[config.mk]
export PLATFORM = sky130hd
export DESIGN_NAME = nearest_worker_dispatcher_core
export DESIGN_NICKNAME = d
export VERILOG_FILES = /design/src/nwd_pkg.sv /design/src/nwd_ram.sv /design/src/nwd_argmin.sv /design/src/nearest_worker_dispatcher_core.sv
export SDC_FILE = /design/constraint.sdc
export NUM_CORES = 1
export LEC_CHECK = 0
export BUFFER_PORTS_ARGS = -buffer_cell sky130_fd_sc_hd__buf_4
export CAP_MARGIN = 20
export CORE_AREA = 3 3 248 250
export CTS_BUF_LIST = sky130_fd_sc_hd__clkbuf_8
export DETAILED_ROUTE_END_ITERATION = 16
export DIE_AREA = 0 0 251 253
export PLACE_DENSITY = 0.71
export SLEW_MARGIN = 5
export SYNTH_ARGS = -nofsm -noshare
export SYNTH_HDL_FRONTEND = slang
export SYNTH_HIERARCHICAL = 1
export SYNTH_SLANG_ARGS = --single-unit
[constraint.sdc]
create_clock -name clk -period 5 [get_ports clk]
set_input_delay 0.25 -clock clk [delete_from_list [all_inputs] [get_ports clk]]
set_output_delay 0.25 -clock clk [all_outputs]
set_load 0.01 [all_outputs]
[src/nwd_pkg.sv]
// ----------------------------------------------------------------------------
// nwd_pkg
// Shared types and codes for the nearest worker dispatcher.
// ----------------------------------------------------------------------------
package nwd_pkg;

	// command codes on the input channel
	typedef enum logic [1:0] {
		CMD_LOAD = 2'd0,
		CMD_TASK = 2'd1,
		CMD_ASK  = 2'd2,
		CMD_NONE = 2'd3
	} cmd_t;

	// result kinds
	typedef enum logic [1:0] {
		KIND_ACK     = 2'd0,
		KIND_ASSIGN  = 2'd1,
		KIND_BLOCKED = 2'd2,
		KIND_DROP    = 2'd3
	} kind_t;

	// worker modes held per table entry
	typedef enum logic [1:0] {
		MODE_UNLOADED = 2'd0,
		MODE_NEW      = 2'd1,
		MODE_BLOCKED  = 2'd2,
		MODE_READY    = 2'd3
	} mode_t;

	// worker state before an assignment
	typedef enum logic [1:0] {
		FROM_NEW     = 2'd0,
		FROM_BLOCKED = 2'd1,
		FROM_ASKING  = 2'd2
	} from_t;

	// one worker table word
	typedef struct packed {
		logic [7:0] x;
		logic [7:0] y;
		logic [7:0] held;
		logic [7:0] target;
	} worker_t;

	// one pending task word
	typedef struct packed {
		logic [7:0] x;
		logic [7:0] y;
	} task_t;

	// one result item without its last flag
	typedef struct packed {
		kind_t      kind;
		logic [2:0] worker;
		logic [7:0] x;
		logic [7:0] y;
		from_t      from;
	} result_t;

	// control of the nearest-entry search
	typedef struct packed {
		logic clr;
		logic step;
	} scan_ctrl_t;

endpackage

[src/nwd_ram.sv]
// ----------------------------------------------------------------------------
// nwd_ram
// Generic simple dual-port RAM, one write and one registered read per cycle.
// ----------------------------------------------------------------------------
module nwd_ram #(
	parameter int WIDTH = 16,
	parameter int DEPTH = 16
) (
	input  logic                     clk,
	input  logic                     we,
	input  logic [$clog2(DEPTH)-1:0] waddr,
	input  logic [WIDTH-1:0]         wdata,
	input  logic                     re,
	input  logic [$clog2(DEPTH)-1:0] raddr,
	output logic [WIDTH-1:0]         rdata
);

	logic [WIDTH-1:0] mem_q [DEPTH];

	// write port
	always_ff @(posedge clk) begin
		if (we) begin
			mem_q[waddr] <= wdata;
		end
	end

	// registered read, hold data between reads
	always_ff @(posedge clk) begin
		if (re) begin
			rdata <= mem_q[raddr];
		end
	end

endmodule

[src/nwd_argmin.sv]
// ----------------------------------------------------------------------------
// nwd_argmin
// Running minimum of Manhattan distance over a stream of candidates.
// ----------------------------------------------------------------------------
module nwd_argmin #(
	parameter int IDX_W = 4
) (
	input  logic                   clk,
	input  logic                   arst_n,
	input  nwd_pkg::scan_ctrl_t    ctrl,
	input  logic                   cand_ok,
	input  logic [IDX_W-1:0]       cand_idx,
	input  logic [7:0]             ax,
	input  logic [7:0]             ay,
	input  logic [7:0]             bx,
	input  logic [7:0]             by,
	output logic                   found,
	output logic [IDX_W-1:0]       best_idx
);
	import nwd_pkg::*;

	logic [7:0]       dx;
	logic [7:0]       dy;
	logic [8:0]       dsum;
	logic             take;
	logic             found_q;
	logic [8:0]       bestd_q;
	logic [IDX_W-1:0] best_q;

	// distance of the candidate; strict compare keeps the earliest on ties
	always_comb begin
		dx   = (ax > bx) ? ax - bx : bx - ax;
		dy   = (ay > by) ? ay - by : by - ay;
		dsum = {1'b0, dx} + {1'b0, dy};
		take = ctrl.step && cand_ok && (!found_q || dsum < bestd_q);
	end

	always_ff @(posedge clk or negedge arst_n) begin
		if (!arst_n) begin
			found_q <= 1'b0;
		end else if (ctrl.clr) begin
			found_q <= 1'b0;
		end else if (take) begin
			found_q <= 1'b1;
		end
	end

	// hold best candidate
	always_ff @(posedge clk) begin
		if (take && !ctrl.clr) begin
			bestd_q <= dsum;
			best_q  <= cand_idx;
		end
	end

	assign found    = found_q;
	assign best_idx = best_q;

endmodule

[src/nearest_worker_dispatcher_core.sv]
// ----------------------------------------------------------------------------
// nearest_worker_dispatcher_core
// Worker table and pending task queue in RAMs; tasks go to the nearest
// eligible worker, asking workers take the nearest pending task.
//
//   channel | direction | handshake          | payload
//   --------+-----------+--------------------+-----------------------------------
//   in      | input     | in_valid/in_ready  | cmd worker_index pos_x pos_y
//           |           |                    | held_count target_count
//   out     | output    | out_valid/out_ready| kind assigned_worker task_x task_y
//           |           |                    | from_state last
//
// A task walk reads the worker RAM once per worker for each assigned task,
// one read per cycle, and ends with the final result.
// An ask with tasks pending does one pending RAM read per cycle for the
// search, then one per cycle to close the gap.
// Reset clears worker modes, queue count and pointer; no clearing pass.
// A stalled output holds the block once a second result is ready.
// ----------------------------------------------------------------------------
module nearest_worker_dispatcher_core #(
	parameter int WORKERS       = 8,
	parameter int PENDING_DEPTH = 16
) (
	input  logic       clk,
	input  logic       arst_n,
	input  logic       in_valid,
	output logic       in_ready,
	input  logic [1:0] cmd,
	input  logic [2:0] worker_index,
	input  logic [7:0] pos_x,
	input  logic [7:0] pos_y,
	input  logic [7:0] held_count,
	input  logic [7:0] target_count,
	output logic       out_valid,
	input  logic       out_ready,
	output logic [1:0] kind,
	output logic [2:0] assigned_worker,
	output logic [7:0] task_x,
	output logic [7:0] task_y,
	output logic [1:0] from_state,
	output logic       last
);
	import nwd_pkg::*;

	localparam int WW  = $clog2(WORKERS);
	localparam int PW  = $clog2(PENDING_DEPTH);
	localparam int SW  = (WW > PW) ? WW : PW;
	localparam int SCW = SW + 1;
	localparam logic [PW:0]    DEPTH_C   = (PW+1)'(PENDING_DEPTH);
	localparam logic [SCW-1:0] WORKERS_C = SCW'(WORKERS);

	typedef enum logic [10:0] {
		S_IDLE   = 11'b00000000001,
		S_WSTART = 11'b00000000010,
		S_WSCAN  = 11'b00000000100,
		S_WDONE  = 11'b00000001000,
		S_AREAD  = 11'b00000010000,
		S_ACHK   = 11'b00000100000,
		S_TSCAN  = 11'b00001000000,
		S_TGET   = 11'b00010000000,
		S_TTAKE  = 11'b00100000000,
		S_SHIFT  = 11'b01000000000,
		S_FINAL  = 11'b10000000000
	} state_t;

	state_t           state_q;
	mode_t            mode_q [WORKERS];
	logic [PW:0]      cnt_q;
	logic [PW-1:0]    head_q;
	logic [SCW-1:0]   sc_q;
	logic             vld_s1;
	logic [SW-1:0]    idx_s1;
	logic [2:0]       idx_q;
	result_t          hold_q;
	logic             hold_v_q;
	result_t          out_q;
	logic             out_last_q;
	logic             out_valid_q;

	logic             in_xfer;
	logic             slot_free;
	logic             idx_ok;
	logic [WW-1:0]    in_waddr;
	logic [WW-1:0]    ask_waddr;
	logic             full;
	logic             emit;
	result_t          emit_res;
	logic             walk_adv;
	logic [WW-1:0]    best_w;

	logic             wram_we;
	logic             wram_re;
	logic [WW-1:0]    wram_raddr;
	worker_t          wram_wdata;
	worker_t          wram_rdata;
	logic             pram_we;
	logic [PW-1:0]    pram_waddr;
	task_t            pram_wdata;
	logic             pram_re;
	logic [PW-1:0]    pram_raddr;
	task_t            pram_rdata;

	scan_ctrl_t       sc_ctrl;
	logic             cand_ok;
	logic             found;
	logic [SW-1:0]    best_idx;

	// map a queue position to its RAM address
	function automatic logic [PW-1:0] phys(input logic [PW-1:0] head,
	                                       input logic [PW:0] lg);
		logic [PW:0] s;
		s = {1'b0, head} + lg;
		if (s >= DEPTH_C) begin
			s = s - DEPTH_C;
		end
		return s[PW-1:0];
	endfunction

	function automatic logic eligible(input mode_t m, input logic [7:0] h,
	                                  input logic [7:0] t);
		return (m == MODE_NEW) || ((m == MODE_BLOCKED) && (h < t));
	endfunction

	assign in_ready  = (state_q == S_IDLE);
	assign in_xfer   = in_valid && in_ready;
	assign slot_free = !out_valid_q || out_ready;
	assign idx_ok    = (int'(worker_index) < WORKERS);
	assign in_waddr  = WW'(worker_index);
	assign ask_waddr = WW'(idx_q);
	assign full      = (cnt_q == DEPTH_C);
	assign best_w    = best_idx[WW-1:0];
	assign walk_adv  = !hold_v_q || slot_free;

	// result emission into the output register
	always_comb begin
		emit = ((state_q == S_WDONE) && found && hold_v_q && slot_free) ||
		       ((state_q == S_FINAL) && slot_free);
		emit_res = hold_q;
		if ((state_q == S_FINAL) && !hold_v_q) begin
			emit_res = '{KIND_ACK, 3'd0, 8'd0, 8'd0, FROM_NEW};
		end
	end

	// worker RAM ports
	always_comb begin
		wram_we    = in_xfer && (cmd_t'(cmd) == CMD_LOAD) && idx_ok;
		wram_wdata = '{pos_x, pos_y, held_count, target_count};
		wram_re    = ((state_q == S_WSCAN) && (sc_q < WORKERS_C)) ||
		             (state_q == S_AREAD);
		wram_raddr = (state_q == S_AREAD) ? ask_waddr : sc_q[WW-1:0];
	end

	// pending RAM ports
	always_comb begin
		pram_we    = (in_xfer && (cmd_t'(cmd) == CMD_TASK) && !full) ||
		             ((state_q == S_SHIFT) && vld_s1);
		pram_waddr = (state_q == S_IDLE) ? phys(head_q, cnt_q) :
		             phys(head_q, (PW+1)'(idx_s1) - (PW+1)'(1));
		pram_wdata = (state_q == S_IDLE) ? task_t'({pos_x, pos_y}) : pram_rdata;
		pram_re    = (state_q == S_WSTART) || (state_q == S_TGET) ||
		             (((state_q == S_TSCAN) || (state_q == S_SHIFT)) &&
		              (sc_q < SCW'(cnt_q)));
		if (state_q == S_WSTART) begin
			pram_raddr = head_q;
		end else if (state_q == S_TGET) begin
			pram_raddr = phys(head_q, (PW+1)'(best_idx));
		end else begin
			pram_raddr = phys(head_q, (PW+1)'(sc_q));
		end
	end

	// search control
	always_comb begin
		sc_ctrl.clr  = (state_q == S_WSTART) || (state_q == S_ACHK);
		sc_ctrl.step = vld_s1 && ((state_q == S_WSCAN) || (state_q == S_TSCAN));
		cand_ok      = (state_q == S_TSCAN) ||
		               eligible(mode_q[idx_s1[WW-1:0]], wram_rdata.held,
		                        wram_rdata.target);
	end

	nwd_ram #(.WIDTH($bits(worker_t)), .DEPTH(WORKERS)) u_wram (
		.clk   (clk),
		.we    (wram_we),
		.waddr (in_waddr),
		.wdata (wram_wdata),
		.re    (wram_re),
		.raddr (wram_raddr),
		.rdata (wram_rdata)
	);

	nwd_ram #(.WIDTH($bits(task_t)), .DEPTH(PENDING_DEPTH)) u_pram (
		.clk   (clk),
		.we    (pram_we),
		.waddr (pram_waddr),
		.wdata (pram_wdata),
		.re    (pram_re),
		.raddr (pram_raddr),
		.rdata (pram_rdata)
	);

	nwd_argmin #(.IDX_W(SW)) u_argmin (
		.clk      (clk),
		.arst_n   (arst_n),
		.ctrl     (sc_ctrl),
		.cand_ok  (cand_ok),
		.cand_idx (idx_s1),
		.ax       (wram_rdata.x),
		.ay       (wram_rdata.y),
		.bx       (pram_rdata.x),
		.by       (pram_rdata.y),
		.found    (found),
		.best_idx (best_idx)
	);

	// sequencer, modes, queue pointers and output valid
	always_ff @(posedge clk or negedge arst_n) begin
		if (!arst_n) begin
			state_q     <= S_IDLE;
			cnt_q       <= '0;
			head_q      <= '0;
			hold_v_q    <= 1'b0;
			out_valid_q <= 1'b0;
			vld_s1      <= 1'b0;
			for (int i = 0; i < WORKERS; i++) begin
				mode_q[i] <= MODE_UNLOADED;
			end
		end else begin
			vld_s1 <= 1'b0;
			if (emit) begin
				out_valid_q <= 1'b1;
			end else if (out_ready) begin
				out_valid_q <= 1'b0;
			end
			case (state_q)
				S_IDLE: begin
					if (in_xfer) begin
						case (cmd_t'(cmd))
							CMD_LOAD: begin
								if (idx_ok) begin
									mode_q[in_waddr] <= MODE_NEW;
								end
								hold_v_q <= 1'b1;
								state_q  <= S_FINAL;
							end
							CMD_TASK: begin
								if (full) begin
									hold_v_q <= 1'b1;
									state_q  <= S_FINAL;
								end else begin
									cnt_q    <= cnt_q + (PW+1)'(1);
									hold_v_q <= 1'b0;
									state_q  <= S_WSTART;
								end
							end
							CMD_ASK: begin
								hold_v_q <= 1'b1;
								if (!idx_ok || mode_q[in_waddr] == MODE_UNLOADED) begin
									state_q <= S_FINAL;
								end else if (cnt_q == '0) begin
									mode_q[in_waddr] <= MODE_BLOCKED;
									state_q          <= S_FINAL;
								end else begin
									state_q <= S_AREAD;
								end
							end
							default: begin
								hold_v_q <= 1'b1;
								state_q  <= S_FINAL;
							end
						endcase
					end
				end
				S_WSTART: begin
					state_q <= S_WSCAN;
				end
				S_WSCAN: begin
					if (sc_q < WORKERS_C) begin
						vld_s1 <= 1'b1;
					end else begin
						state_q <= S_WDONE;
					end
				end
				S_WDONE: begin
					if (!found) begin
						state_q <= S_FINAL;
					end else if (walk_adv) begin
						mode_q[best_w] <= MODE_READY;
						hold_v_q       <= 1'b1;
						cnt_q          <= cnt_q - (PW+1)'(1);
						head_q         <= phys(head_q, (PW+1)'(1));
						state_q        <= (cnt_q == (PW+1)'(1)) ? S_FINAL : S_WSTART;
					end
				end
				S_AREAD: begin
					state_q <= S_ACHK;
				end
				S_ACHK: begin
					if (wram_rdata.held >= wram_rdata.target) begin
						state_q <= S_FINAL;
					end else begin
						state_q <= S_TSCAN;
					end
				end
				S_TSCAN: begin
					if (sc_q < SCW'(cnt_q)) begin
						vld_s1 <= 1'b1;
					end else begin
						state_q <= S_TGET;
					end
				end
				S_TGET: begin
					state_q <= S_TTAKE;
				end
				S_TTAKE: begin
					mode_q[ask_waddr] <= MODE_READY;
					state_q           <= S_SHIFT;
				end
				S_SHIFT: begin
					if (sc_q < SCW'(cnt_q)) begin
						vld_s1 <= 1'b1;
					end else begin
						cnt_q   <= cnt_q - (PW+1)'(1);
						state_q <= S_FINAL;
					end
				end
				S_FINAL: begin
					if (slot_free) begin
						hold_v_q <= 1'b0;
						state_q  <= S_IDLE;
					end
				end
				default: begin
					state_q <= S_IDLE;
				end
			endcase
		end
	end

	// payload: scan counter, captured index, held result, output register
	always_ff @(posedge clk) begin
		idx_s1 <= sc_q[SW-1:0];
		case (state_q)
			S_IDLE: begin
				idx_q <= worker_index;
				case (cmd_t'(cmd))
					CMD_LOAD: hold_q <= '{KIND_ACK, worker_index, 8'd0, 8'd0, FROM_NEW};
					CMD_TASK: hold_q <= '{KIND_DROP, 3'd0, pos_x, pos_y, FROM_NEW};
					CMD_ASK: begin
						if (idx_ok && mode_q[in_waddr] != MODE_UNLOADED && cnt_q == '0) begin
							hold_q <= '{KIND_BLOCKED, worker_index, 8'd0, 8'd0,
							            FROM_ASKING};
						end else begin
							hold_q <= '{KIND_ACK, worker_index, 8'd0, 8'd0, FROM_NEW};
						end
					end
					default: hold_q <= '{KIND_ACK, 3'd0, 8'd0, 8'd0, FROM_NEW};
				endcase
			end
			S_WSTART, S_ACHK: begin
				sc_q <= '0;
			end
			S_WSCAN: begin
				if (sc_q < WORKERS_C) begin
					sc_q <= sc_q + SCW'(1);
				end
			end
			S_TSCAN, S_SHIFT: begin
				if (sc_q < SCW'(cnt_q)) begin
					sc_q <= sc_q + SCW'(1);
				end
			end
			S_WDONE: begin
				if (found && walk_adv) begin
					hold_q <= '{KIND_ASSIGN, 3'(best_idx), pram_rdata.x, pram_rdata.y,
					            (mode_q[best_w] == MODE_NEW) ? FROM_NEW : FROM_BLOCKED};
				end
			end
			S_TTAKE: begin
				hold_q <= '{KIND_ASSIGN, idx_q, pram_rdata.x, pram_rdata.y, FROM_ASKING};
				sc_q   <= SCW'(best_idx) + SCW'(1);
			end
			default: begin
				sc_q <= sc_q;
			end
		endcase
		if (emit) begin
			out_q      <= emit_res;
			out_last_q <= (state_q == S_FINAL);
		end
	end

	assign out_valid       = out_valid_q;
	assign kind            = out_q.kind;
	assign assigned_worker = out_q.worker;
	assign task_x          = out_q.x;
	assign task_y          = out_q.y;
	assign from_state      = out_q.from;
	assign last            = out_last_q;

	// queue never overfills
	a_cnt_bound: assert property (@(posedge clk) disable iff (!arst_n)
		cnt_q <= DEPTH_C)
		else $error("pending count above depth");

	// block is busy right after taking an item
	a_busy_after_accept: assert property (@(posedge clk) disable iff (!arst_n)
		in_xfer |=> !in_ready)
		else $error("ready right after accept");

	// each walk assignment pops one task off the queue
	a_walk_pop: assert property (@(posedge clk) disable iff (!arst_n)
		(state_q == S_WDONE && found && walk_adv) |=>
		(cnt_q == $past(cnt_q) - (PW+1)'(1)))
		else $error("walk assignment did not pop");

	// drop results always close their item
	a_drop_last: assert property (@(posedge clk) disable iff (!arst_n)
		(out_valid_q && out_q.kind == KIND_DROP) |-> out_last_q)
		else $error("drop result without last");

endmodule
# Word level (Yosys, flattened, before mapping)
# Memory sizes are Yosys's and may differ from the RTL's. A register that Yosys moved wholly into a read port is not among the register bits.
# Cells that the tools add are included.
# totals
ram_bits	512
in_bits	41
n_memories	2
regBits	112
# classes
n_mux	81
eq_ne	34
n_lt_le_gt_ge	19
n_reduce_logical	59
bitwise_logic	12
n_addsub	20
# memory_table
name	words	word_bits	rd	rd_clocked_by_memory_dff	write_ports	line_no	text
u_pram.mem_q	16	16	1	1	1	nwd_ram.sv:18	logic [WIDTH-1:0] mem_q [DEPTH];
u_wram.mem_q	8	32	1	1	1	nwd_ram.sv:18	
# ops
operator	n
$pmux 23 s3	2
$mux 11	12
$pmux 11 s11	1
$mux 16	6
$pmux 16 s3	1
$mux 23	2
$mux 5	8
$mux 4	8
$or 16x16->16	2
$pmux 16 s2	1
$sub 8x8->8	4
$ge 5x5->1 const B	5
$logic_and 1x1->1	22
$pmux 11 s2	1
$pmux 5 s4	1
$sub 4x1->4 const B	5
$bmux 2 s3	3
$demux 2 s3	3
$mux 2	9
$mux 1	17
$and 8x8->8	2
$ge 4x4->1 const B	4
$gt 8x8->1	2
$mux 8	2
other kinds (52)	102

# Longest topological paths before layout
# Gate-level depths: netlist of run 1.
# depth
ltp_word	12
ltp_mapped	22
depth_no_buf	21

# Hierarchy
# The synthesis of run 1 kept the hierarchy.
# by_module_without_submodules
mod	instances	area_each_um2	cells_per_inst	seq_area_each_um2
nwd_ram at u_wram	1	10786.6	415	8648.3
nwd_ram at u_pram	1	10203.5	432	8167.8
nearest_worker_dispatcher_core	1	6396.1	687	2708.8
nwd_argmin	1	2309.7	263	415.4

# Worst setup path after synthesis of run 1
# OpenSTA, ideal clock, no wires.
# synth_path
kind	flip-flop to flip-flop
from	reg u_wram.rdata[16] (read register of u_wram.mem_q)
to	reg u_argmin.best_q[0], in the netlist u_argmin/best_idx[0] (enable)
path_slack_ps	-109
n_path_buf	0
t_arrival_ps	4744
setup_time_ps	365
path_stages_with_launch	21
required_time_ps	4635
path_cell_list	edfxtp_1 inv_1 ha_1 inv_1 fa_1 nand3_1 a21boi_1 o41ai_4 mux2_2 fa_1 a21o_1 a21oi_1 o21bai_1 a211oi_1 a21oi_1 ha_1 a21o_1 a21o_1 a21o_1 a211oi_1 o31a_1
# synth_via
elab_chain_cells	7
elab_cells_between_ends	9
cone_classes	add/sub (3); order compare (2); mux (1); reduce/logical (3)
# synth_lines
element	line_no	text
from (decl)	nwd_ram.sv:15	output logic [WIDTH-1:0] rdata
$sub 8x8->8 or $gt 8x8->1 (tied branches)	nwd_argmin.sv:33	dy = (ay > by) ? ay - by : by - ay;
$mux 8 *	nwd_argmin.sv:33	
$add 8x8->9 *	nwd_argmin.sv:34	dsum = {1'b0, dx} + {1'b0, dy};
net u_argmin.dsum[6]	nwd_argmin.sv:24	logic [8:0] dsum;
$lt 9x9->1 *	nwd_argmin.sv:35	take = ctrl.step && cand_ok && (!found_q || dsum < bestd_q);
$logic_or 1x1->1 *	nwd_argmin.sv:35	
$logic_and 1x1->1 *	nwd_argmin.sv:35	
$logic_and 1x1->1 *	nwd_argmin.sv:50	if (take && !ctrl.clr) begin
to (signal assigned)	nwd_argmin.sv:52	best_q <= cand_idx;
to (decl)	nwd_argmin.sv:28	logic [IDX_W-1:0] best_q;
# The timed path passes the listed nets; every way through them passes the cells marked *.
# A chain may end at the register's enable or synchronous reset.

# Worst setup path in the final report of run 1
# layout_path
from	reg u_pram.rdata[5] (read register of u_pram.mem_q)
to	reg u_argmin.bestd_q[1] (enable)
# layout_via
elab_chain_cells	7
elab_cells_between_ends	9
cone_classes	add/sub (3); order compare (2); mux (1); reduce/logical (3)
# layout_lines
element	line_no	text
from (decl)	nwd_ram.sv:15	
$sub 8x8->8 or $gt 8x8->1 (tied branches)	nwd_argmin.sv:33	
$mux 8 *	nwd_argmin.sv:33	
$add 8x8->9 *	nwd_argmin.sv:34	
net u_argmin.dsum[6]	nwd_argmin.sv:24	
$lt 9x9->1 *	nwd_argmin.sv:35	
$logic_or 1x1->1 *	nwd_argmin.sv:35	
$logic_and 1x1->1 *	nwd_argmin.sv:35	
$logic_and 1x1->1 *	nwd_argmin.sv:50	
to (signal assigned)	nwd_argmin.sv:51	bestd_q <= dsum;
to (decl)	nwd_argmin.sv:27	logic [8:0] bestd_q;
# Marked as above.

==> results of run 1 <==
## per-layer routing
metal,routed length [µm],share of wire,up-vias,global-route usage
met3,5130,0.077,115,0.0453
met2,30800,0.46,659,0.328
met1,28900,0.43,8546,0.301
li1,-,-,7515,-
met4,1950,0.029,0,0.0807
met5,0,0,-,0.0135
## cells in the final DEF (no fill, tap or decap), drive strengths merged, types with 34 or more instances in the layout
cell type and n:
edfxtp 628, nand2 162, buf 150, mux4 132
inv 117, clkbuf 107, ha 79, nor2 64
a21oi 60, mux2 48, clkinv 43, nor2b 42
dfrtp 39, dlygate4sd3 39, nand3 38, o21ai 38
a22oi 34
## where the power goes
group | switching, µW | internal, µW | leakage [µW]
Sequential | 245 | 7130 | 0.00622
Clock | 2090 | 2160 | 0.00110
Combinational | 2250 | 1260 | 0.00509
Total | 4580 | 10500 | 0.0124
## layout make-up
type | count | area share
clock buffer | 107 | 0.0434
tap | 773 | 0.0285
antenna | 3 | 0.000221
inverter | 83 | 0.00919
clock inverter | 82 | 0.0136
timing repair buffer | 189 | 0.0467
multi-input combinational | 962 | 0.270
sequential | 672 | 0.588
## flip-flops by register name, summed over array words and instances, names as in the netlist, 2 cells and up, named ones only
register           cells
u_pram/mem_q         256
u_pram/rdata          16
task_x                 8
hold_q                23
u_wram/mem_q         256
sc_q                   5
from_state             2
idx_s1                 4
u_argmin/best_idx      4
ask_waddr              3
cnt_q                  5
u_argmin/bestd_q       9
head_q                 4
state_q               11
kind                   2
u_wram/rdata          32
task_y                 8
assigned_worker        3
## through the flow
| stage | hold slack, ps | utilization |
|---|---|---|
| 2_1_floorplan | -45.6 | - |
| 3_3_place_gp | 282 | 0.531 |
| 3_5_place_dp | 275 | 0.531 |
| 4_1_cts | 16.6 | 0.571 |
| 5_1_grt | 81.5 | 0.572 |
| 6_report | 95.3 | 0.572 |
## critical path, stage by stage (launching register included)
cell      delay [ps]
edfxtp_1         420
ha_1             310
buf_4            160
a21oi_2          130
nor2b_1           80
o41ai_4          350
buf_4            190
mux2i_1          210
xnor2_1          160
ha_1             280
a21o_1           190
a21oi_2          170
o21bai_1          90
a211oi_1         200
a21oi_1           90
ha_1             330
a21o_1           180
a21o_1           170
a21o_1           190
a211oi_2         210
o31a_2           230
buf_4            140
## timing repair
item,4_1_cts,5_1_grt
setup buffers,3,4
gates resized for setup,1,15
endpoints found under the setup margin,13,25
hold buffers,39,0
pin swaps,0,10
hold endpoints to repair,329,0
## cell families (layout without fill, tap and decap cells)
kind of cell | Yosys count | after routing | synth area share
adder cells (fa/ha/maj) | 87 | 87 | 0.0387
flip-flops | 672 | 672 | 0.671
AO/OA/AOI/OAI | 232 | 232 | 0.0526
AND/OR/NAND/NOR | 407 | 407 | 0.0695
multiplexers | 202 | 202 | 0.132
other | 0 | 3 | 0
buffers and inverters | 163 | 461 | 0.0257
XOR/XNOR | 34 | 34 | 0.0100
## how the worst max path moves through the flow
stage | start | to | slack [ps] | cells past startpoint
floorplan | u_wram/rdata[16] | u_argmin/best_idx[0] | 60 | 20
global placement | u_wram/rdata[16] | u_argmin/best_idx[0] | 40 | 22
detailed placement | u_wram/rdata[16] | u_argmin/best_idx[3] | -100 | 20
CTS | u_wram/rdata[16] | u_argmin/bestd_q[5] | 30 | 21
global route | u_wram/rdata[16] | u_argmin/bestd_q[5] | -30 | 23
finish | u_pram/rdata[5] | u_argmin/bestd_q[1] | 200 | 21
==> flow_summary.yaml, run 1 <==
status:
  status: "complete, no violations"
yosys:
  syn_nets: 1925
  synth_top_area_cell: "edfxtp_1"
  synthDistinctLibCells: 81
  yosysSeqAreaShare: 0.671
  syn_avg_cell_area_um2: 16.5
  synth-seq-cells: 672
  synth_area_um2: 29700
  synth_common_cells: "edfxtp_1, nand2_1, mux4_2"
  yosysWarnings: 6
  synth.area.top_cells: "edfxtp_1, mux4_2, mux4_1"
  synth_top_area_share: 0.635
  netlist_instances: 1797
  synthArstFlopShare: 0.0595
  ys.flop_type: "edfxtp_1"
  synth-edff-count: 628
  yosysMostFrequentCell: "edfxtp_1"
route:
  drcViolationCount: 0
  ant_nets: 0
  wl_per_cell_um: 23.3
  drtPass1Iterations: 7
  routed_wl_mm: 66.8
  vias: 16800
  drt-initial-drc-count: 1401
  vias_per_cell: 5.86
global_routing:
  antenna_found_initial: 2
  overflow: 0
  grt_max_degree: 65
  grt_usage: 0.213
  grt_pass1_vias: 17100
  grt_pass1_wl_mm: 103
critical_path:
  cp_data_arrival_time_ps: 5210
  setup.worst_path.end_class: "register"
  cp-start-kind: "register"
  cp_max_fo: 6
  reg2reg_to: "u_argmin/bestd_q[1]"
  reg2reg_slack_ps: 200
  worstSetupPathType: "register to register"
  worst_r2r_path_depth: 21
  worstPathRequired_ps: 5410
  r2r-start: "u_pram/rdata[5]"
die:
  die_w_um: 251
  chipHeight_um: 253
  rows: 89
  core_region_area_um2: 59200
  dieArea_um2: 63500
  initial_core_util: 0.501
  ios: 67
sta:
  final.setup.tns_ps: 0
  finalCritPeriodShare: 0.961
  final_max_slew_viol_count: 0
  fin_crit_ps: 4800
  finalHoldViolCount: 0
  worst_slew_pin_slew_ps: 1120
  fmax_ghz: 0.208
  setup_slack_ps: 197
  slew_headroom: 0.251
  clock_skew_ps: 36.5
  setup_viol: 0
clock_tree:
  path_clk_slew_ps: 60
  cts_max_path_buffers: 3
  clock_sinks: 672
  cts_root_buf: "clkbuf_8"
  cts_tree: "done"
  clock_latency_ps: 700
  h-tree-depth: 3
  cts_made_buffers: 105
placement:
  place_ws_ps: -102
  portBuffers: 66
  place_area_um2: 31400
  dpl.cell_count: 2633
  dp_hpwl_mm: 42.1
  place_congestion: 0.915
min_path:
  hold_class: "input pin to async pin"
layout:
  multi_input_area_um2: 9160
  fillers: 4505
  final_area_um2: 33900
  final_nets: 2141
  final_cell_count_no_fill: 2871
  area_growth_pct: 14.2
  drive_gt1_frac: 0.227
  final-seq-area_um2: 19900
power:
  power_density_nw_per_um2: 446
  p_leak_uw: 0.0124
  finalPower_uw: 15100
  peakVddDrop_v: 0.000284
flow_run:
  cap_violations: 0
(Power assumes the default switching activity.)
==> run 2, diff against run 1 <==
--- a/config.mk
+++ b/config.mk
@@ -5,14 +5,14 @@
 export SDC_FILE = /design/constraint.sdc
 export NUM_CORES = 1
 export LEC_CHECK = 0
-export BUFFER_PORTS_ARGS = -buffer_cell sky130_fd_sc_hd__buf_4
 export CAP_MARGIN = 20
 export CORE_AREA = 3 3 248 250
 export CTS_BUF_LIST = sky130_fd_sc_hd__clkbuf_8
 export DETAILED_ROUTE_END_ITERATION = 16
 export DIE_AREA = 0 0 251 253
-export PLACE_DENSITY = 0.71
-export SLEW_MARGIN = 5
+export DONT_BUFFER_PORTS = 1
+export PLACE_DENSITY = 0.7
+export SLEW_MARGIN = 20
 export SYNTH_ARGS = -nofsm -noshare
 export SYNTH_HDL_FRONTEND = slang
 export SYNTH_HIERARCHICAL = 1
==> flow_summary.yaml, run 2 (synthesis gave the netlist of run 1 again) <==
status:
  status: "complete, no violations"
power:
  peakVddDrop_v: 0.000271
  p_sw_frac: 0.303
  clkPwrFrac: 0.288
  finalPower_uw: 15200
  p_int_uw: 10600
  switchingPower_uw: 4610
  comb_power_share: 0.224
  seqPwrFrac: 0.488
  power_density_nw_per_um2: 454
  p_leak_uw: 0.0121
sta:
  rsz0062_at_grt: "true"
  setup_viol: 0
  final_max_slew_viol_count: 0
  slew_headroom: 0.258
  clock_skew_ps: 41.1
  finalCritPeriodShare: 0.977
  worst_slew_pin_slew_ps: 1110
  fmax_ghz: 0.205
  fin_crit_ps: 4880
  finalHoldViolCount: 0
min_path:
  holdPathStages: 2
  hold_class: "input pin to register"
route:
  vias: 16700
  ant_nets: 0
  vias_per_cell: 5.96
  drtPass1Iterations: 5
  routed_wl_mm: 68.9
  drcViolationCount: 0
  wl_per_cell_um: 24.5
  drt-initial-drc-count: 1453
critical_path:
  critPathSlowestCell: "o41ai_4"
  path_cells: "inv_2, ha_4, inv_2, fa_2, nand3_2, a21boi_2, o41ai_4, buf_4, mux2i_1, xnor2_1, ha_1, a21o_1, a21oi_2, o21bai_1, a211oi_2, a21oi_2, ha_1, a21o_1, a21o_1, a21o_1, a211oi_2, o31a_2, buf_6"
  slowest_delay_ps: 420
  path_buf_inv: 4
  setup.worst_path.end_class: "register"
  path_common_cell: "a21o_1"
  worst_r2r_path_depth: 23
  cp_data_arrival_time_ps: 5300
  cp_max_fo: 5
  crit_family: "compound AO/OA/AOI/OAI gates"
  crit_cells: 23
  cp-start-kind: "register"
  worstPathRequired_ps: 5410
  worstSetupPathType: "register to register"
die:
  core_region_area_um2: 59200
  rows: 89
  chipHeight_um: 253
  die_w_um: 251
  dieArea_um2: 63500
  initial_core_util: 0.501
  ios: 67
layout:
  drive_gt1_frac: 0.196
  multi_input_area_um2: 9180
  mostFrequentLayoutCells: "edfxtp_1, nand2_1, inv_1"
  fillers: 4551
  final-seq-area_um2: 19900
  reg.largest.list: "u_pram/mem_q (256), u_wram/mem_q (256), u_wram/rdata (32)"
  final_area_um2: 33500
  final_common_cell: "edfxtp_1"
  final_nets: 2071
  final_core_util: 0.565
  area_growth_pct: 12.8
global_routing:
  antenna_found_initial: 4
  grt_pass1_vias: 17100
  grt_max_degree: 42
  grt_pass1_wl_mm: 105
  grt_usage: 0.219
  overflow: 0
clock_tree:
  clock_latency_ps: 720
  cts_root_buf: "clkbuf_8"
  clock_sinks: 672
  h-tree-depth: 3
  cts_max_path_buffers: 3
  path_clk_slew_ps: 60
  cts_tree: "done"
  cts_made_buffers: 107
placement:
  dp_hpwl_mm: 41.8
  place_congestion: 0.910
  place_area_um2: 30900
  portBuffers: 0
flow_run:
  cap_violations: 0
[run 2: cell types whose count changed in the layout (fill, tap and decap cells not counted), sizes merged]
cell,delta
inv,+4
dlygate4sd3,+2
clkbuf,+1
buf,-74
clkinv,+3
diode,+1
bufinv,+1
[run 2: path summary, 6_finish.rpt]
check,startpoint,slack (ps),end
setup / recovery,u_wram/rdata[16],120,u_argmin/best_idx[1]
hold / removal,worker_index[1],60,u_wram/mem_q[3][12]
min in group asynchronous,arst_n,100,async pin
hold reg to reg,idx_s1[2],450,u_argmin/best_idx[2]
setup reg to reg,u_wram/rdata[16],120,u_argmin/best_idx[1]
max in group asynchronous,arst_n,4620,state_q[0]
[run 2: per-stage QoR]
step | hold WS, ps | instances | setup TNS [ps] | worst slack (ps)
5_1_grt | 27.4 | 2808 | -1930 | -164
3_5_place_dp | -43.4 | 2555 | -1630 | -125
6_report | 60.3 | 2809 | 0 | 117
3_3_place_gp | -43.3 | 2555 | 0 | 29.6
2_1_floorplan | -45.6 | 1797 | 0 | 56.0
4_1_cts | 3.11 | 2798 | 0 | 2.36
[run 2: area by class of cell]
| class | instances | area share |
|---|---|---|
| sequential | 672 | 0.595 |
| multi-input combinational | 962 | 0.274 |
| clock buffer | 108 | 0.0444 |
| timing repair buffer | 117 | 0.0322 |
| tap | 773 | 0.0289 |
| clock inverter | 90 | 0.0154 |
| inverter | 83 | 0.00930 |
| antenna | 4 | 0.000299 |
[run 2: what timing repair did]
item	CTS	global route
hold endpoints to repair	343	0
pin swaps	1	15
hold buffers	42	0
gates resized for setup	2	20
buffers inserted	3	7
setup endpoints to repair	13	13
[run 2: per-layer routing]
metal  track usage  vias up  part of all wire
met2         0.344      694              0.47
met1         0.302     8505              0.42
li1              -     7390                 -
met4        0.0840        0             0.033
met3        0.0514      158             0.080
met5             0        -                 0
[run 2: power by group through the flow]
stage / registers [µW] / logic, µW / clock network, µW
after floorplan: 7400 / 2290 / 0
after global placement: 7510 / 3130 / 0
final: 7420 / 3410 / 4380
after CTS: 7410 / 3340 / 4490
after detailed placement: 7520 / 3240 / 0
after global routing: 7470 / 3740 / 4750
==> run 3, diff against run 2 <==
--- a/config.mk
+++ b/config.mk
@@ -11,6 +11,7 @@
 export DETAILED_ROUTE_END_ITERATION = 16
 export DIE_AREA = 0 0 251 253
 export DONT_BUFFER_PORTS = 1
+export GPL_TIMING_DRIVEN = 0
 export PLACE_DENSITY = 0.7
 export SLEW_MARGIN = 20
 export SYNTH_ARGS = -nofsm -noshare
==> flow_summary.yaml, run 3 (synthesis gave the netlist of run 1 again) <==
global_routing:
  overflow: 0
  grt_pass1_wl_mm: 107
  grt_pass1_vias: 17400
  grt_max_degree: 41
  antenna_found_initial: 7
  grt_usage: 0.226
min_path:
  min_from: "worker_index[1]"
  hold_class: "input pin to register"
  holdPathStages: 2
power:
  power_density_nw_per_um2: 446
  p_leak_uw: 0.0123
  clkPwrFrac: 0.279
  seqPwrFrac: 0.489
  p_int_uw: 10500
  finalPower_uw: 15100
  p_sw_frac: 0.305
  comb_power_share: 0.232
  peakVddDrop_v: 0.000210
  switchingPower_uw: 4610
sta:
  slew_headroom: 0.332
  finalCritPeriodShare: 1.00
  setup_slack_ps: -7.92
  holdWs_ps: 59.9
  setup_viol: 6
  fin_crit_ps: 5010
  fmax_ghz: 0.200
  rsz0062_at_grt: "true"
  worst_slew_pin_slew_ps: 998
  finalHoldViolCount: 0
  final_max_slew_viol_count: 0
  clock_skew_ps: 33.8
critical_path:
  cp_data_arrival_time_ps: 5420
  setup.worst_path.end_class: "register"
  worstPathRequired_ps: 5410
  critPathSlowestCell: "edfxtp_1"
  slowest_delay_ps: 430
  r2r-start: "u_pram/rdata[0]"
  cp-start-kind: "register"
  path_cells: "ha_2, inv_2, fa_2, nand3_4, a21boi_2, o41ai_4, buf_4, mux2_4, fa_2, a21o_1, a21oi_2, o21bai_1, a211oi_2, a21oi_2, ha_1, a21o_1, a21o_1, a21o_1, a211oi_2, o31a_2, buf_6"
  path_common_cell: "a21o_1"
  startpoint: "u_pram/rdata[0]"
  worst_r2r_path_depth: 21
  endpoint: "u_argmin/bestd_q[2]"
  worstSetupPathType: "register to register"
  reg2reg_to: "u_argmin/bestd_q[2]"
  reg2reg_slack_ps: -8
  cp_max_fo: 6
die:
  die_w_um: 251
  core_region_area_um2: 59200
  initial_core_util: 0.501
  dieArea_um2: 63500
  rows: 89
  ios: 67
  chipHeight_um: 253
route:
  routed_wl_mm: 71.1
  drtPass1Iterations: 6
  ant_nets: 0
  drt-initial-drc-count: 1426
  met2_length_mm: 32.6
  met3WireLength_mm: 6.00
  wl_per_cell_um: 24.8
  vias_per_cell: 5.95
  topRoutingLayerUsed: "met5"
  wl_met1_mm: 30.4
  vias: 17100
  drcViolationCount: 0
clock_tree:
  cts_tree: "done"
  path_clk_slew_ps: 60
  cts_made_buffers: 104
  clock_sinks: 672
  clock_latency_ps: 700
  h-tree-depth: 3
  cts_max_path_buffers: 3
  cts_root_buf: "clkbuf_8"
status:
  status: "finished with violations"
  violations: "negative setup slack"
layout:
  final_nets: 2132
  area_growth_pct: 14.4
  final_core_util: 0.573
  drive_gt1_frac: 0.217
  final_cell_count_no_fill: 2866
  mostFrequentLayoutCells: "edfxtp_1, nand2_1, inv_1"
  final_common_cell: "edfxtp_1"
  reg.largest.list: "u_pram/mem_q (256), u_wram/mem_q (256), u_wram/rdata (32)"
placement:
  portBuffers: 0
  dpl.cell_count: 2608
  dp_hpwl_mm: 48.3
  place_congestion: 0.887
flow_run:
  cap_violations: 0
-- run 3: cell count changes in the layout (fill, tap and decap cells not counted), moves of 11 or more --
cell / previous run / this run
buf_4: 66 / 43
nor2_1: 56 / 45
buf_6: 4 / 26
nor2_2: 0 / 12
clkbuf_1: 0 / 25
clkinv_1: 36 / 22
buf_2: 0 / 19
-- run 3: power by group through the flow --
stage	sequential [µW]	clock [µW]	combinational, µW
after floorplan	7400	0	2290
after global placement	7520	0	3140
after detailed placement	7520	0	3300
after CTS	7410	4340	3430
after global routing	7450	4600	3840
final	7410	4230	3510
-- run 3: how the worst min path moves through the flow --
stage / to / slack, ps
6_report: u_wram/mem_q[2][15] / 60
5_1_grt: u_wram/mem_q[2][15] / 10
4_1_cts: u_wram/mem_q[2][15] / 2
3_5_place_dp: hold_v_q / -40
3_3_place_gp: hold_v_q / -40
2_1_floorplan: async pin / -50
-- run 3: repair_timing --
item                       in CTS  in global routing
buffers inserted                8                 18
hold endpoints to repair      378                  0
gates resized for setup        14                 39
setup endpoints to repair      13                 29
hold buffers                   42                  0
pin swaps                       3                 10
-- run 3: final cells by class --
| cell class | count | area, µm² |
|---|---|---|
| Clock inverter | 80 | 450 |
| Inverter | 83 | 312 |
| Tap cell | 773 | 967 |
| Multi-Input combinational cell | 962 | 9260 |
| Timing Repair Buffer | 106 | 1100 |
| Sequential cell | 672 | 19900 |
| Fill cell | 4559 | 25300 |
| Clock buffer | 106 | 1460 |
| Antenna cell | 9 | 22.5 |
| Buffer | 75 | 440 |
-- run 3: per-layer routing --
metal,global-route usage,vias to the layer above
li1,-,7491
met1,0.319,8757
met2,0.348,673
met3,0.0568,132
met4,0.0769,2
met5,0,-
-- run 3: metrics by stage --
step	instance area [µm²]	setup TNS (ps)	setup slack [ps]
2_1_floorplan	29700	0	56.0
3_3_place_gp	30700	-163310	-1970
3_5_place_dp	31200	-8160	-628
4_1_cts	33700	0	7.38
5_1_grt	34000	-1830	-152
6_report	34000	-43.8	-7.92
-- run 3: worst max-delay path, delay by kind of cell, from the launching register on --
kind,cells,cell delay [ps]
multiplexers,1,330
AND/OR/NAND/NOR,1,90
AO/OA/AOI/OAI,12,2190
buffers and inverters,3,380
flip-flops,1,430
adder cells (fa/ha/maj),4,1310
